--- src/grid_edge_edge_neighbor_macros.svh ---
// ----------------------------------------------------------------------------
// Grid edge neighbor - assertion macros
// Short forms for the concurrent checks of the neighbor lookup block.
// All checks sample on clk and are off while arst_n is low.
// ----------------------------------------------------------------------------
`ifndef GRID_EDGE_EDGE_NEIGHBOR_MACROS_SVH
`define GRID_EDGE_EDGE_NEIGHBOR_MACROS_SVH

// Condition holds at every clock edge
`define GEEN_ASSERT_ALWAYS(lbl, cond, msg) \
	lbl: assert property (@(posedge clk) disable iff (!arst_n) (cond)) else $error(msg);

// Antecedent implies consequent in the same cycle
`define GEEN_ASSERT_IMPL(lbl, ant, con, msg) \
	lbl: assert property (@(posedge clk) disable iff (!arst_n) (ant) |-> (con)) else $error(msg);

// Antecedent implies consequent in the next cycle
`define GEEN_ASSERT_NEXT(lbl, ant, con, msg) \
	lbl: assert property (@(posedge clk) disable iff (!arst_n) (ant) |=> (con)) else $error(msg);

`endif

--- src/geen_pkg.sv ---
`timescale 1ns / 1ps
// ----------------------------------------------------------------------------
// geen_pkg
// Shared widths, register indexes, neighbor position codes and the
// sideband record that rides along the divider pipeline.
// ----------------------------------------------------------------------------
package geen_pkg;

	// Field widths
	localparam int REG_W     = 13;
	localparam int EDGE_W    = 25;
	localparam int POS_W     = 3;
	localparam int CFG_IDX_W = 1;

	// Default lattice limits
	localparam int DEF_MAX_WIDTH  = 4096;
	localparam int DEF_MAX_HEIGHT = 4096;

	// Largest dimension a register can express
	localparam int REG_MAX = (2 ** REG_W) - 1;

	// Configuration register indexes
	localparam logic [CFG_IDX_W-1:0] REG_GRID_WIDTH  = 1'b0;
	localparam logic [CFG_IDX_W-1:0] REG_GRID_HEIGHT = 1'b1;

	// Neighbor position codes
	localparam logic [POS_W-1:0] NBR_P1 = 3'd1;
	localparam logic [POS_W-1:0] NBR_P2 = 3'd2;
	localparam logic [POS_W-1:0] NBR_P3 = 3'd3;
	localparam logic [POS_W-1:0] NBR_P4 = 3'd4;
	localparam logic [POS_W-1:0] NBR_P5 = 3'd5;
	localparam logic [POS_W-1:0] NBR_P6 = 3'd6;

	// Query context carried beside the division
	typedef struct packed {
		logic [EDGE_W-1:0] edge_idx;
		logic [POS_W-1:0]  pos;
		logic              vert;
		logic              in_range;
	} geen_side_t;

endpackage

--- src/grid_edge_edge_neighbor.sv ---
`timescale 1ns / 1ps
// ----------------------------------------------------------------------------
// grid_edge_edge_neighbor
// Neighbor edge lookup on a 4-connected pixel lattice.
// ----------------------------------------------------------------------------
// Takes one query per cycle while req_stall is low and returns one result
// per query, in order. A restoring divider splits the edge index into
// column and row, one quotient bit per pipeline stage. Each stage moves
// into a free slot on its own, so a result stalled at the output does not
// block intake while earlier stages have room. A width or height write is
// in effect for the query taken on the following cycle; derived sizes are
// updated in the write cycle.
// ----------------------------------------------------------------------------
`include "grid_edge_edge_neighbor_macros.svh"

module grid_edge_edge_neighbor #(
	parameter int MAX_WIDTH  = geen_pkg::DEF_MAX_WIDTH,
	parameter int MAX_HEIGHT = geen_pkg::DEF_MAX_HEIGHT
) (
	input  logic                          clk,
	input  logic                          arst_n,
	// configuration write port
	input  logic                          cfg_wr_en,
	input  logic [geen_pkg::CFG_IDX_W-1:0] cfg_index,
	input  logic [geen_pkg::REG_W-1:0]    cfg_data,
	// query channel
	input  logic                          req_valid,
	output logic                          req_stall,
	input  logic [geen_pkg::EDGE_W-1:0]   edge_index,
	input  logic [geen_pkg::POS_W-1:0]    position,
	// result channel
	output logic                          rsp_valid,
	input  logic                          rsp_stall,
	output logic [geen_pkg::EDGE_W-1:0]   neighbour_index,
	output logic                          exists
);

	localparam int EW    = geen_pkg::EDGE_W;
	localparam int PSW   = geen_pkg::POS_W;
	localparam int W_CAP = (MAX_WIDTH < geen_pkg::REG_MAX) ? MAX_WIDTH : geen_pkg::REG_MAX;
	localparam int H_CAP = (MAX_HEIGHT < geen_pkg::REG_MAX) ? MAX_HEIGHT : geen_pkg::REG_MAX;
	localparam int WW    = $clog2(W_CAP + 1);
	localparam int HW    = $clog2(H_CAP + 1);
	localparam int QW    = $clog2(H_CAP);
	localparam int PW    = WW + HW;
	localparam int TW    = PW + 1;
	localparam int CT    = (TW > EW) ? TW : EW;
	localparam int MW    = QW + WW;

	// ------------------------------------------------------------------
	// Configuration: clamped dimensions and derived edge counts
	// ------------------------------------------------------------------
	logic [WW-1:0] w_q;
	logic [HW-1:0] h_q;
	logic [PW-1:0] nv_q;
	logic [TW-1:0] tot_q;

	logic          wr_w, wr_h;
	logic [WW-1:0] cw;
	logic [HW-1:0] ch;
	logic [WW-1:0] mul_a;
	logic [HW-1:0] mul_b;
	logic [PW-1:0] prod;

	assign wr_w = cfg_wr_en && (cfg_index == geen_pkg::REG_GRID_WIDTH);
	assign wr_h = cfg_wr_en && (cfg_index == geen_pkg::REG_GRID_HEIGHT);

	// clamp write data into [2, cap]
	always_comb begin
		if (cfg_data < geen_pkg::REG_W'(2)) begin
			cw = WW'(2);
		end else if (32'(cfg_data) > W_CAP) begin
			cw = WW'(W_CAP);
		end else begin
			cw = cfg_data[WW-1:0];
		end
		if (cfg_data < geen_pkg::REG_W'(2)) begin
			ch = HW'(2);
		end else if (32'(cfg_data) > H_CAP) begin
			ch = HW'(H_CAP);
		end else begin
			ch = cfg_data[HW-1:0];
		end
	end

	// one product w*h gives both vertical count and total
	assign mul_a = wr_w ? cw : w_q;
	assign mul_b = wr_h ? ch : h_q;
	assign prod  = PW'(mul_a) * PW'(mul_b);

	always_ff @(posedge clk or negedge arst_n) begin
		if (!arst_n) begin
			w_q   <= WW'(2);
			h_q   <= HW'(2);
			nv_q  <= PW'(2);
			tot_q <= TW'(4);
		end else if (wr_w || wr_h) begin
			w_q   <= mul_a;
			h_q   <= mul_b;
			nv_q  <= prod - PW'(mul_a);
			tot_q <= {prod, 1'b0} - TW'(mul_a) - TW'(mul_b);
		end
	end

	// ------------------------------------------------------------------
	// Stage load enables
	// ------------------------------------------------------------------
	logic vld_s1, vld_s2, vld_s3, vld_s4;
	logic ld_s1, ld_s2, ld_s3, ld_s4;
	logic div_up_ld, div_dn_valid;

	assign ld_s4 = !vld_s4 || !rsp_stall;
	assign ld_s3 = !vld_s3 || ld_s4;
	assign ld_s2 = !vld_s2 || div_up_ld;
	assign ld_s1 = !vld_s1 || ld_s2;

	assign req_stall = !ld_s1;

	// ------------------------------------------------------------------
	// s1: capture query
	// ------------------------------------------------------------------
	logic [EW-1:0]  edge_s1;
	logic [PSW-1:0] pos_s1;

	always_ff @(posedge clk or negedge arst_n) begin
		if (!arst_n) begin
			vld_s1 <= 1'b0;
		end else if (ld_s1) begin
			vld_s1 <= req_valid;
		end
	end

	always_ff @(posedge clk) begin
		if (ld_s1) begin
			edge_s1 <= edge_index;
			pos_s1  <= position;
		end
	end

	// ------------------------------------------------------------------
	// s2: classify edge, form dividend and divisor
	// ------------------------------------------------------------------
	logic                 is_vert, in_rng;
	logic [CT-1:0]        hoff;
	logic [EW-1:0]        num_s2;
	logic [WW-1:0]        dvs_s2;
	geen_pkg::geen_side_t side_s2;

	assign is_vert = CT'(edge_s1) < CT'(nv_q);
	assign in_rng  = CT'(edge_s1) < CT'(tot_q);
	assign hoff    = CT'(edge_s1) - CT'(nv_q);

	always_ff @(posedge clk or negedge arst_n) begin
		if (!arst_n) begin
			vld_s2 <= 1'b0;
		end else if (ld_s2) begin
			vld_s2 <= vld_s1;
		end
	end

	always_ff @(posedge clk) begin
		if (ld_s2) begin
			num_s2           <= is_vert ? edge_s1 : hoff[EW-1:0];
			dvs_s2           <= is_vert ? w_q : w_q - WW'(1);
			side_s2.edge_idx <= edge_s1;
			side_s2.pos      <= pos_s1;
			side_s2.vert     <= is_vert;
			side_s2.in_range <= in_rng;
		end
	end

	// ------------------------------------------------------------------
	// Divider: column/row split
	// ------------------------------------------------------------------
	logic [QW-1:0]        dq;
	logic [WW-1:0]        dr;
	geen_pkg::geen_side_t dside;

	geen_div #(
		.WW (WW),
		.QW (QW)
	) u_div (
		.clk      (clk),
		.arst_n   (arst_n),
		.up_valid (vld_s2),
		.up_ld    (div_up_ld),
		.up_num   (num_s2),
		.up_dvs   (dvs_s2),
		.up_side  (side_s2),
		.dn_valid (div_dn_valid),
		.dn_ld    (ld_s3),
		.dn_quot  (dq),
		.dn_rem   (dr),
		.dn_side  (dside)
	);

	// ------------------------------------------------------------------
	// s3: row product, boundary check and addend per position
	// ------------------------------------------------------------------
	logic [WW-1:0] mb;
	logic [MW-1:0] mprod;
	logic [EW-1:0] wE, hE, xE, qE, nvE;
	logic          ok, use_m;
	logic [EW-1:0] add;

	logic [EW-1:0] m_s3, edge_s3, add_s3;
	logic          ok_s3, use_m_s3;

	assign mb    = dside.vert ? w_q - WW'(1) : w_q;
	assign mprod = MW'(dq) * MW'(mb);

	assign wE  = EW'(w_q);
	assign hE  = EW'(h_q);
	assign xE  = EW'(dr);
	assign qE  = EW'(dq);
	assign nvE = nv_q[EW-1:0];

	always_comb begin
		ok    = 1'b0;
		use_m = 1'b0;
		add   = '0;
		if (dside.vert) begin
			// vertical edge at column x, row y
			case (dside.pos)
				geen_pkg::NBR_P1: begin
					ok  = qE != '0;
					add = EW'(0) - wE;
				end
				geen_pkg::NBR_P2: begin
					ok    = xE != '0;
					use_m = 1'b1;
					add   = nvE + xE - EW'(1);
				end
				geen_pkg::NBR_P3: begin
					ok    = xE != '0;
					use_m = 1'b1;
					add   = nvE + wE + xE - EW'(2);
				end
				geen_pkg::NBR_P4: begin
					ok  = (qE + EW'(2)) < hE;
					add = wE;
				end
				geen_pkg::NBR_P5: begin
					ok    = xE != (wE - EW'(1));
					use_m = 1'b1;
					add   = nvE + wE + xE - EW'(1);
				end
				geen_pkg::NBR_P6: begin
					ok    = xE != (wE - EW'(1));
					use_m = 1'b1;
					add   = nvE + xE;
				end
				default: begin
					ok = 1'b0;
				end
			endcase
		end else begin
			// horizontal edge at column c, row r
			case (dside.pos)
				geen_pkg::NBR_P1: begin
					ok    = qE != '0;
					use_m = 1'b1;
					add   = xE + EW'(1) - wE;
				end
				geen_pkg::NBR_P2: begin
					ok    = qE != '0;
					use_m = 1'b1;
					add   = xE - wE;
				end
				geen_pkg::NBR_P3: begin
					ok  = xE != '0;
					add = '1;
				end
				geen_pkg::NBR_P4: begin
					ok    = (qE + EW'(1)) < hE;
					use_m = 1'b1;
					add   = xE;
				end
				geen_pkg::NBR_P5: begin
					ok    = (qE + EW'(1)) < hE;
					use_m = 1'b1;
					add   = xE + EW'(1);
				end
				geen_pkg::NBR_P6: begin
					ok  = (xE + EW'(2)) != wE;
					add = EW'(1);
				end
				default: begin
					ok = 1'b0;
				end
			endcase
		end
	end

	always_ff @(posedge clk or negedge arst_n) begin
		if (!arst_n) begin
			vld_s3 <= 1'b0;
		end else if (ld_s3) begin
			vld_s3 <= div_dn_valid;
		end
	end

	always_ff @(posedge clk) begin
		if (ld_s3) begin
			m_s3     <= EW'(mprod);
			edge_s3  <= dside.edge_idx;
			add_s3   <= add;
			ok_s3    <= ok && dside.in_range;
			use_m_s3 <= use_m;
		end
	end

	// ------------------------------------------------------------------
	// s4: final add, output register
	// ------------------------------------------------------------------
	logic [EW-1:0] sum;
	logic [EW-1:0] nbr_s4;
	logic          ex_s4;

	assign sum = (use_m_s3 ? m_s3 : edge_s3) + add_s3;

	always_ff @(posedge clk or negedge arst_n) begin
		if (!arst_n) begin
			vld_s4 <= 1'b0;
		end else if (ld_s4) begin
			vld_s4 <= vld_s3;
		end
	end

	always_ff @(posedge clk) begin
		if (ld_s4) begin
			nbr_s4 <= ok_s3 ? sum : '0;
			ex_s4  <= ok_s3;
		end
	end

	assign rsp_valid       = vld_s4;
	assign neighbour_index = nbr_s4;
	assign exists          = ex_s4;

	// ------------------------------------------------------------------
	// Checks
	// ------------------------------------------------------------------
	`GEEN_ASSERT_ALWAYS(a_dims_clamped, (w_q >= WW'(2)) && (32'(w_q) <= W_CAP) && (h_q >= HW'(2)) && (32'(h_q) <= H_CAP), "lattice dimension outside clamp range")
	`GEEN_ASSERT_ALWAYS(a_nv_below_total, TW'(nv_q) < tot_q, "vertical edge count not below total")
	`GEEN_ASSERT_IMPL(a_none_is_zero, rsp_valid && !exists, neighbour_index == '0, "missing neighbor with nonzero index")
	`GEEN_ASSERT_IMPL(a_stall_only_full, req_stall, vld_s1 && vld_s2, "intake stalled with a free front stage")

endmodule

--- src/geen_div.sv ---
`timescale 1ns / 1ps
// ----------------------------------------------------------------------------
// geen_div
// Pipelined restoring divider: one quotient bit per stage, QW stages.
// Each stage holds its own valid bit and moves when the next one frees up.
// ----------------------------------------------------------------------------
module geen_div #(
	parameter int WW = 12,
	parameter int QW = 12
) (
	input  logic                       clk,
	input  logic                       arst_n,
	// upstream side
	input  logic                       up_valid,
	output logic                       up_ld,
	input  logic [geen_pkg::EDGE_W-1:0] up_num,
	input  logic [WW-1:0]              up_dvs,
	input  geen_pkg::geen_side_t       up_side,
	// downstream side
	output logic                       dn_valid,
	input  logic                       dn_ld,
	output logic [QW-1:0]              dn_quot,
	output logic [WW-1:0]              dn_rem,
	output geen_pkg::geen_side_t       dn_side
);

	localparam int EW = geen_pkg::EDGE_W;
	localparam int CW = (EW > WW + QW) ? EW : WW + QW;

	logic                 vld_s  [QW];
	logic [EW-1:0]        rem_s  [QW];
	logic [WW-1:0]        dvs_s  [QW];
	logic [QW-1:0]        quo_s  [QW];
	geen_pkg::geen_side_t side_s [QW];
	wire  [QW-1:0]        ld_v;

	assign up_ld = ld_v[0];

	for (genvar k = 0; k < QW; k++) begin : g_stage
		localparam int SH = QW - 1 - k;

		logic                 vin;
		logic [EW-1:0]        rin;
		logic [WW-1:0]        din;
		logic [QW-1:0]        qin;
		geen_pkg::geen_side_t sin;
		logic [CW-1:0]        dsh;
		logic [CW-1:0]        diff;
		logic                 geq;

		// stage input select
		if (k == 0) begin : g_first
			assign vin = up_valid;
			assign rin = up_num;
			assign din = up_dvs;
			assign qin = '0;
			assign sin = up_side;
		end else begin : g_next
			assign vin = vld_s[k-1];
			assign rin = rem_s[k-1];
			assign din = dvs_s[k-1];
			assign qin = quo_s[k-1];
			assign sin = side_s[k-1];
		end

		// load enable: empty, or the next stage takes our content
		if (k == QW - 1) begin : g_last
			assign ld_v[k] = !vld_s[k] || dn_ld;
		end else begin : g_mid
			assign ld_v[k] = !vld_s[k] || ld_v[k+1];
		end

		// trial subtract of the shifted divisor
		assign dsh  = CW'(din) << SH;
		assign geq  = CW'(rin) >= dsh;
		assign diff = CW'(rin) - dsh;

		always_ff @(posedge clk or negedge arst_n) begin
			if (!arst_n) begin
				vld_s[k] <= 1'b0;
			end else if (ld_v[k]) begin
				vld_s[k] <= vin;
			end
		end

		always_ff @(posedge clk) begin
			if (ld_v[k]) begin
				rem_s[k]  <= geq ? diff[EW-1:0] : rin;
				dvs_s[k]  <= din;
				quo_s[k]  <= qin | (QW'(geq) << SH);
				side_s[k] <= sin;
			end
		end
	end

	assign dn_valid = vld_s[QW-1];
	assign dn_quot  = quo_s[QW-1];
	assign dn_rem   = rem_s[QW-1][WW-1:0];
	assign dn_side  = side_s[QW-1];

endmodule

--- config.mk ---
export PLATFORM = sky130hd
export DESIGN_NAME = grid_edge_edge_neighbor
export DESIGN_NICKNAME = d
export VERILOG_FILES = /design/src/geen_pkg.sv /design/src/grid_edge_edge_neighbor.sv /design/src/geen_div.sv
export VERILOG_INCLUDE_DIRS = /design/src /design/src/src
export SDC_FILE = /design/constraint.sdc
export NUM_CORES = 2
export LEC_CHECK = 0
export BUFFER_PORTS_ARGS = -buffer_cell sky130_fd_sc_hd__buf_2
export CORE_AREA = 2 2 352 616
export DETAILED_ROUTE_END_ITERATION = 10
export DIE_AREA = 0 0 354 618
export PLACE_DENSITY = 0.47
export SKIP_CTS_REPAIR_TIMING = 1
export SYNTH_ARGS = -nofsm -noshare
export SYNTH_HDL_FRONTEND = slang
export SYNTH_SLANG_ARGS = --single-unit
--- constraint.sdc ---
create_clock -name clk -period 12.93 [get_ports clk]
set_clock_uncertainty 0.2 [all_clocks]
set_input_delay 2.586 -clock clk [delete_from_list [all_inputs] [get_ports clk]]
set_output_delay 2.586 -clock clk [all_outputs]
set_load 0.03 [all_outputs]
Word level (Yosys, flattened, before mapping)
Memories as Yosys holds them, arrays and structs flattened.
Index checks and enable logic that the tools add are counted.
- bitwise operators: 12
- multiplexer cells: 53
- $lt $le $gt $ge: 18
- multipliers: 2
- reduce and logical (&&, ||, !) cells: 46
- eq/ne operators: 8
- $add $sub $neg: 32
- operator list (kind ; number):
    two-way mux 25 bit ; 15
    case mux 25 bit (6 select lines) ; 2
    two-way mux 13 bit ; 6
    adder 25 x 13 -> 25 bit ; 3
    subtractor 27 x 13 -> 27 bit ; 2
    nonzero test 25 bit ; 2
    subtractor 25 x 1 -> 25 bit, second input constant ; 2
    subtractor 25 x 13 -> 25 bit ; 2
    two-way mux 1 bit ; 28
    less-than comparator 25 x 27 -> 1 bit ; 1
    less-than comparator 13 bit ; 2
    less-than comparator 25 x 26 -> 1 bit ; 1
    multiplier 13 x 13 -> 26 bit ; 1
    subtractor 26 x 13 -> 26 bit ; 1
    adder 25 bit ; 1
    greater-or-equal comparator 25 x 13 -> 1 bit ; 1
    greater-or-equal comparator 25 x 14 -> 1 bit ; 1
    greater-or-equal comparator 25 x 15 -> 1 bit ; 1
    greater-or-equal comparator 25 x 16 -> 1 bit ; 1
    greater-or-equal comparator 25 x 17 -> 1 bit ; 1
    greater-or-equal comparator 25 x 18 -> 1 bit ; 1
    greater-or-equal comparator 25 x 19 -> 1 bit ; 1
    greater-or-equal comparator 25 x 20 -> 1 bit ; 1
    greater-or-equal comparator 25 x 21 -> 1 bit ; 1
    50 further kinds ; 93
- memories kept: 4
- RAM bits: 960
- flip-flop bits (word level): 294
- logic and storage cells: 210
- input bits: 47
- memories (memory ; words ; width ; rd ports ; clocked after memory_dff ; write ports ; line ; text):
    u_div.side_s ; 12 ; 30 ; 12 ; 0 ; 12 ; geen_div.sv:34 ; geen_pkg::geen_side_t side_s [QW];
    u_div.rem_s ; 12 ; 25 ; 12 ; 0 ; 12 ; geen_div.sv:31 ; logic [EW-1:0] rem_s [QW];
    u_div.dvs_s ; 12 ; 13 ; 11 ; 0 ; 12 ; geen_div.sv:32 ; logic [WW-1:0] dvs_s [QW];
    u_div.quo_s ; 12 ; 12 ; 12 ; 0 ; 12 ; geen_div.sv:33 ; logic [QW-1:0] quo_s [QW];

Logic depth before layout (Yosys ltp)
- depth after elaboration: 18
- depth in mapped cells: 34
- gate-level depth less buffers: 33

By module
A second synthesis with hierarchy kept.
- cells, all modules: 6400
- area, all modules: 71339.7 sq um
- modules (own cells, without submodules) (module ; instances ; cells each ; area each (sq um)):
    geen_div ; 1 ; 2550 ; 37483.4
    grid_edge_edge_neighbor ; 1 ; 3850 ; 33856.2

Worst setup path after synthesis
No wires, ideal clock.
- kind: input -> output
- from: input port rsp_stall
- to: output port req_stall
- data arrival time: 8.595 ns
- slack: 1.549 ns
- data required time: 10.144 ns
- stages: 10
- cell sequence: and3_1 -> inv_1 -> nor2_1 -> and2_1 -> and3_1 -> and3_1 -> nand3_1 -> nor2_1 -> nand4_1 -> inv_1
- cells in the longest elaborated chain, start to end: 18
- ends and longest elaborated chain (what ; line ; text):
    start, declared ; grid_edge_edge_neighbor.sv:33 ; input logic rsp_stall,
    zero test 1 bit ; grid_edge_edge_neighbor.sv:112 ; assign ld_s4 = !vld_s4 || !rsp_stall;
    logical OR 1 bit ; grid_edge_edge_neighbor.sv:112 ;
    logical OR 1 bit ; grid_edge_edge_neighbor.sv:113 ; assign ld_s3 = !vld_s3 || ld_s4;
    named net ld_s3 ; grid_edge_edge_neighbor.sv:109 ; logic ld_s1, ld_s2, ld_s3, ld_s4;
    logical OR 1 bit ; geen_div.sv:68 ; assign ld_v[k] = !vld_s[k] || dn_ld;
    logical OR 1 bit (9 in a row) ; geen_div.sv:70 ; assign ld_v[k] = !vld_s[k] || ld_v[k+1];
    named net u_div.ld_v[2] ; geen_div.sv:35 ; wire [QW-1:0] ld_v;
    logical OR 1 bit (2 in a row) ; geen_div.sv:70 ;
    logical OR 1 bit ; grid_edge_edge_neighbor.sv:114 ; assign ld_s2 = !vld_s2 || div_up_ld;
    logical OR 1 bit ; grid_edge_edge_neighbor.sv:115 ; assign ld_s1 = !vld_s1 || ld_s2;
    zero test 1 bit ; grid_edge_edge_neighbor.sv:117 ; assign req_stall = !ld_s1;
    end, declared ; grid_edge_edge_neighbor.sv:28 ; output logic req_stall,
The timed path passes the listed nets, and every way through them passes these cells.

Final worst setup path
- from: input port cfg_data[2] in the netlist's numbering
- to: register tot_q[26]
- cells in the longest elaborated chain, start to end: 7
- elaborated cells between the ends (all ways): 9
- classes of those cells: 2 x add/sub; 1 x mul; 2 x order compare; 4 x mux
- ends and longest elaborated chain (what ; line ; text):
    start, declared ; grid_edge_edge_neighbor.sv:25 ; input logic [geen_pkg::REG_W-1:0] cfg_data,
    > comparator 13 bit ; grid_edge_edge_neighbor.sv:72 ; end else if (32'(cfg_data) > W_CAP) begin
    two-way mux 13 bit ; grid_edge_edge_neighbor.sv:72 ;
    two-way mux 13 bit (*) ; grid_edge_edge_neighbor.sv:70 ; if (cfg_data < geen_pkg::REG_W'(2)) begin
    two-way mux 13 bit (*) ; grid_edge_edge_neighbor.sv:87 ; assign mul_a = wr_w ? cw : w_q;
    named net mul_a[4] ; grid_edge_edge_neighbor.sv:61 ; logic [WW-1:0] mul_a;
    multiplier 13 x 13 -> 26 bit ; grid_edge_edge_neighbor.sv:89 ; assign prod = PW'(mul_a) * PW'(mul_b);
    subtractor 27 x 13 -> 27 bit (*) (2 in a row) ; grid_edge_edge_neighbor.sv:101 ; tot_q <= {prod, 1'b0} - TW'(mul_a) - TW'(mul_b);
    end signal, assigned ; grid_edge_edge_neighbor.sv:101 ;
    end, declared ; grid_edge_edge_neighbor.sv:56 ; logic [TW-1:0] tot_q;
Mark *: on every way through the listed nets, which the timed path passes. The rest lies on a longest branch.
A chain may end at the register's enable or synchronous reset.

==> summary.txt <==
DP HPWL - 158000 µm
synthesized cell area - 0.0703 mm²
unrepaired setup endpoints after global routing - no
crit-path most repeated cell - fa_1
# IOs - 75
routed len/inst - 21.1 µm
slew of the pin with the lowest slew margin - 1.36 ns
part of the cycle the worst path needs - 0.844
Vias/cell - 4.94
remaining global-route overflow - 0
CP Class - primary input to flip-flop
Slowest cell on crit path - or4_1
DRC - 0
fin crit period - 10.91 ns
global-route wire length before repair - 297000 µm
Setup Viol. Count Final - 0
Core Area - 0.214 mm²
share of post-route cells with drive strength above 1 - 0.0735
Critical Path RT - 13.26 ns
clk sink count - 1163
gr usage total - 0.180
Finished Layout Cells - 9332
DR iter-0 viols - 2480
Max Buffers Root-to-Sink - 3
status - complete, no violations
initial antenna violation count - 2
Fillers - 21200
CP arrival - 11.23 ns
setup_tns - 0 ns
placed inst area - 0.0744 mm²
nets - 7211
Synth Warn # - 0
Skew-Pair Late Insertion Delay - 0.75 ns
maxcap violations - 0
row cnt - 225
die area - 0.219 mm²
vias in the first global route - 48500
total CTS buffers - 105
Seq/Total Area, Yosys - 0.490
syn_nets - 7107
GP Congestion - 0.883
final WL - 197000 µm
asr flop ratio synth - 0.0817
Design Area, Final - 0.0781 mm²
initial core utilization - 0.329
fmax - 0.0917 GHz
Primary FF master, synth - edfxtp_1
Die X-Extent - 354 µm
synthesized instance count - 6296
Yosys reg bits - 1163
ANT nets after route - 0
Clock transition at path regs - 0.07 ns
length of the first detailed-routing pass in iterations - 6
Critical Path Sink Type - flip-flop
CTS Root Cell - clkbuf_16
CTS tree - done
Max transition margin - 0.0709
EDFF count, synth - 1068
Hold Path Class - flip-flop to flip-flop
Yosys cell types - 98
peak fanout along the critical path - 9
H-tree Lvls - 3
final count of pins violating max slew - 0
Register Area - 0.0345 mm²
Area growth syn-to-layout - 11.0%
Setup crit start kind - primary input
Hold Fails Final Rpt - 0
Port Buf Inserts - 74
Die Ht - 618 µm
Cells after DPL - 9130
largest net degree at the start of global routing - 93
slowest stage delay, CP - 0.64 ns
worst hold margin - 0.150 ns
Syn Area/Cell - 11.2 µm²
Vias - 46100
multi-input logic area - 0.0325 mm²
per-layer routing:
layer  track usage  wire (µm)  share of wire  up-vias
li1              -          -              -    22300
met1         0.180      69600           0.35    22600
met3        0.0166       5180          0.026      370
met4        0.0843      10200          0.052        0
met2         0.364     112000           0.57      852
met5             0          0              0        -
flip-flops by register name, indices dropped and copies added (netlist names), 26 cells and up:
| register | cells |
|---|---|
| u_div.rem_s | 288 |
| u_div.quo_s | 78 |
| u_div.dvs_s | 143 |
| tot_q | 27 |
| nv_q | 26 |
| side_s2 | 30 |
| u_div.side_s | 360 |
metrics by stage:
| step | setup slack (ns) | util |
|---|---|---|
| after floorplan | 1.55 | - |
| after global placement | 1.36 | 0.348 |
| after detailed placement | 1.35 | 0.348 |
| after CTS | 2.07 | 0.365 |
| after global routing | 1.40 | 0.365 |
| final | 2.02 | 0.365 |
cell families (layout without fill, tap and decap cells):
logic type | after synthesis | in the layout | share of synthesized area
other | 0 | 3 | 0
DFF | 1163 | 1163 | 0.490
buffers and inverters | 919 | 1115 | 0.0491
muxes | 105 | 105 | 0.0162
adders and majority gates | 764 | 764 | 0.165
and+or+nand+nor | 1752 | 1752 | 0.120
AOI/OAI and AO/OA | 1147 | 1147 | 0.104
xor gates and xnor gates | 446 | 446 | 0.0555
layout by cell type, fill, tap and decap left out, types with 82 or more instances in the layout:
cell       synthesis  layout
a21o_1           113     113
a21oi_1          294     293
and2_1            86      86
buf_4              0      99
clkbuf_16          0     105
dfrtp_1           91      91
edfxtp_1        1068    1068
fa_1             275     275
ha_1             489     489
inv_1            729     723
nand2_1          544     539
nand2b_1          82      82
nand3_1          126     123
nor2_1           412     412
nor3_1           136     136
o21ai_0          310     308
xnor2_1          302     300
xor2_1           144     144
worst paths after layout:
path,startpoint,endpoint,slack [ns],cells past startpoint
worst max-delay path,cfg_data[2],tot_q[26]$_DFFE_PN0P_,2.02,29
worst min-delay path,u_div.side_s[1][80]$_DFFE_PP_,u_div.side_s[1][110]$_DFFE_PP_,0.15,0
worst max register to register,w_q[0]$_DFFE_PN0P_,m_s3[23]$_DFFE_PP_,4.29,24
worst min register to register,u_div.side_s[1][80]$_DFFE_PP_,u_div.side_s[1][110]$_DFFE_PP_,0.15,0
max in group asynchronous,arst_n,nv_q[14]$_DFFE_PN0P_,9.37,3
min in group asynchronous,arst_n,h_q[11]$_DFFE_PN0P_,1.65,1
Yosys cell counts, types with 46 or more instances:
master,number,share of area
a21o_1,113,0.012
a21oi_1,294,0.021
and2_1,86,0.0076
clkbuf_1,157,0.0084
dfrtp_1,91,0.032
edfxtp_1,1068,0.46
fa_1,275,0.078
ha_1,489,0.087
inv_1,729,0.039
mux2_2,72,0.012
nand2_1,544,0.029
nand2b_1,82,0.0073
nand3_1,126,0.0090
nand4_1,52,0.0046
nor2_1,412,0.022
nor2b_1,69,0.0061
nor3_1,136,0.0097
nor4_1,46,0.0041
o21a_1,55,0.0059
o21ai_0,310,0.022
or3_1,46,0.0041
xnor2_1,302,0.038
xor2_1,144,0.018
worst max-delay path, delay by kind of cell:
family	cells	cell delay (ns)
xor gates and xnor gates	2	0.39
and+or+nand+nor	10	2.87
adders and majority gates	6	2.72
buffers and inverters	6	0.98
AOI/OAI and AO/OA	5	1.67
final cells by class:
| cell class | instances | area share |
|---|---|---|
| multi-input combinational | 4214 | 0.417 |
| clock inverter | 61 | 0.0101 |
| clock buffer | 138 | 0.0364 |
| timing repair buffer | 171 | 0.0141 |
| tap | 2837 | 0.0455 |
| sequential | 1163 | 0.441 |
| inverter | 745 | 0.0359 |
| antenna | 3 | 0.0000961 |
Power is not shown: default switching activity piles up to over one toggle a cycle in this logic, so the estimate is an artifact.
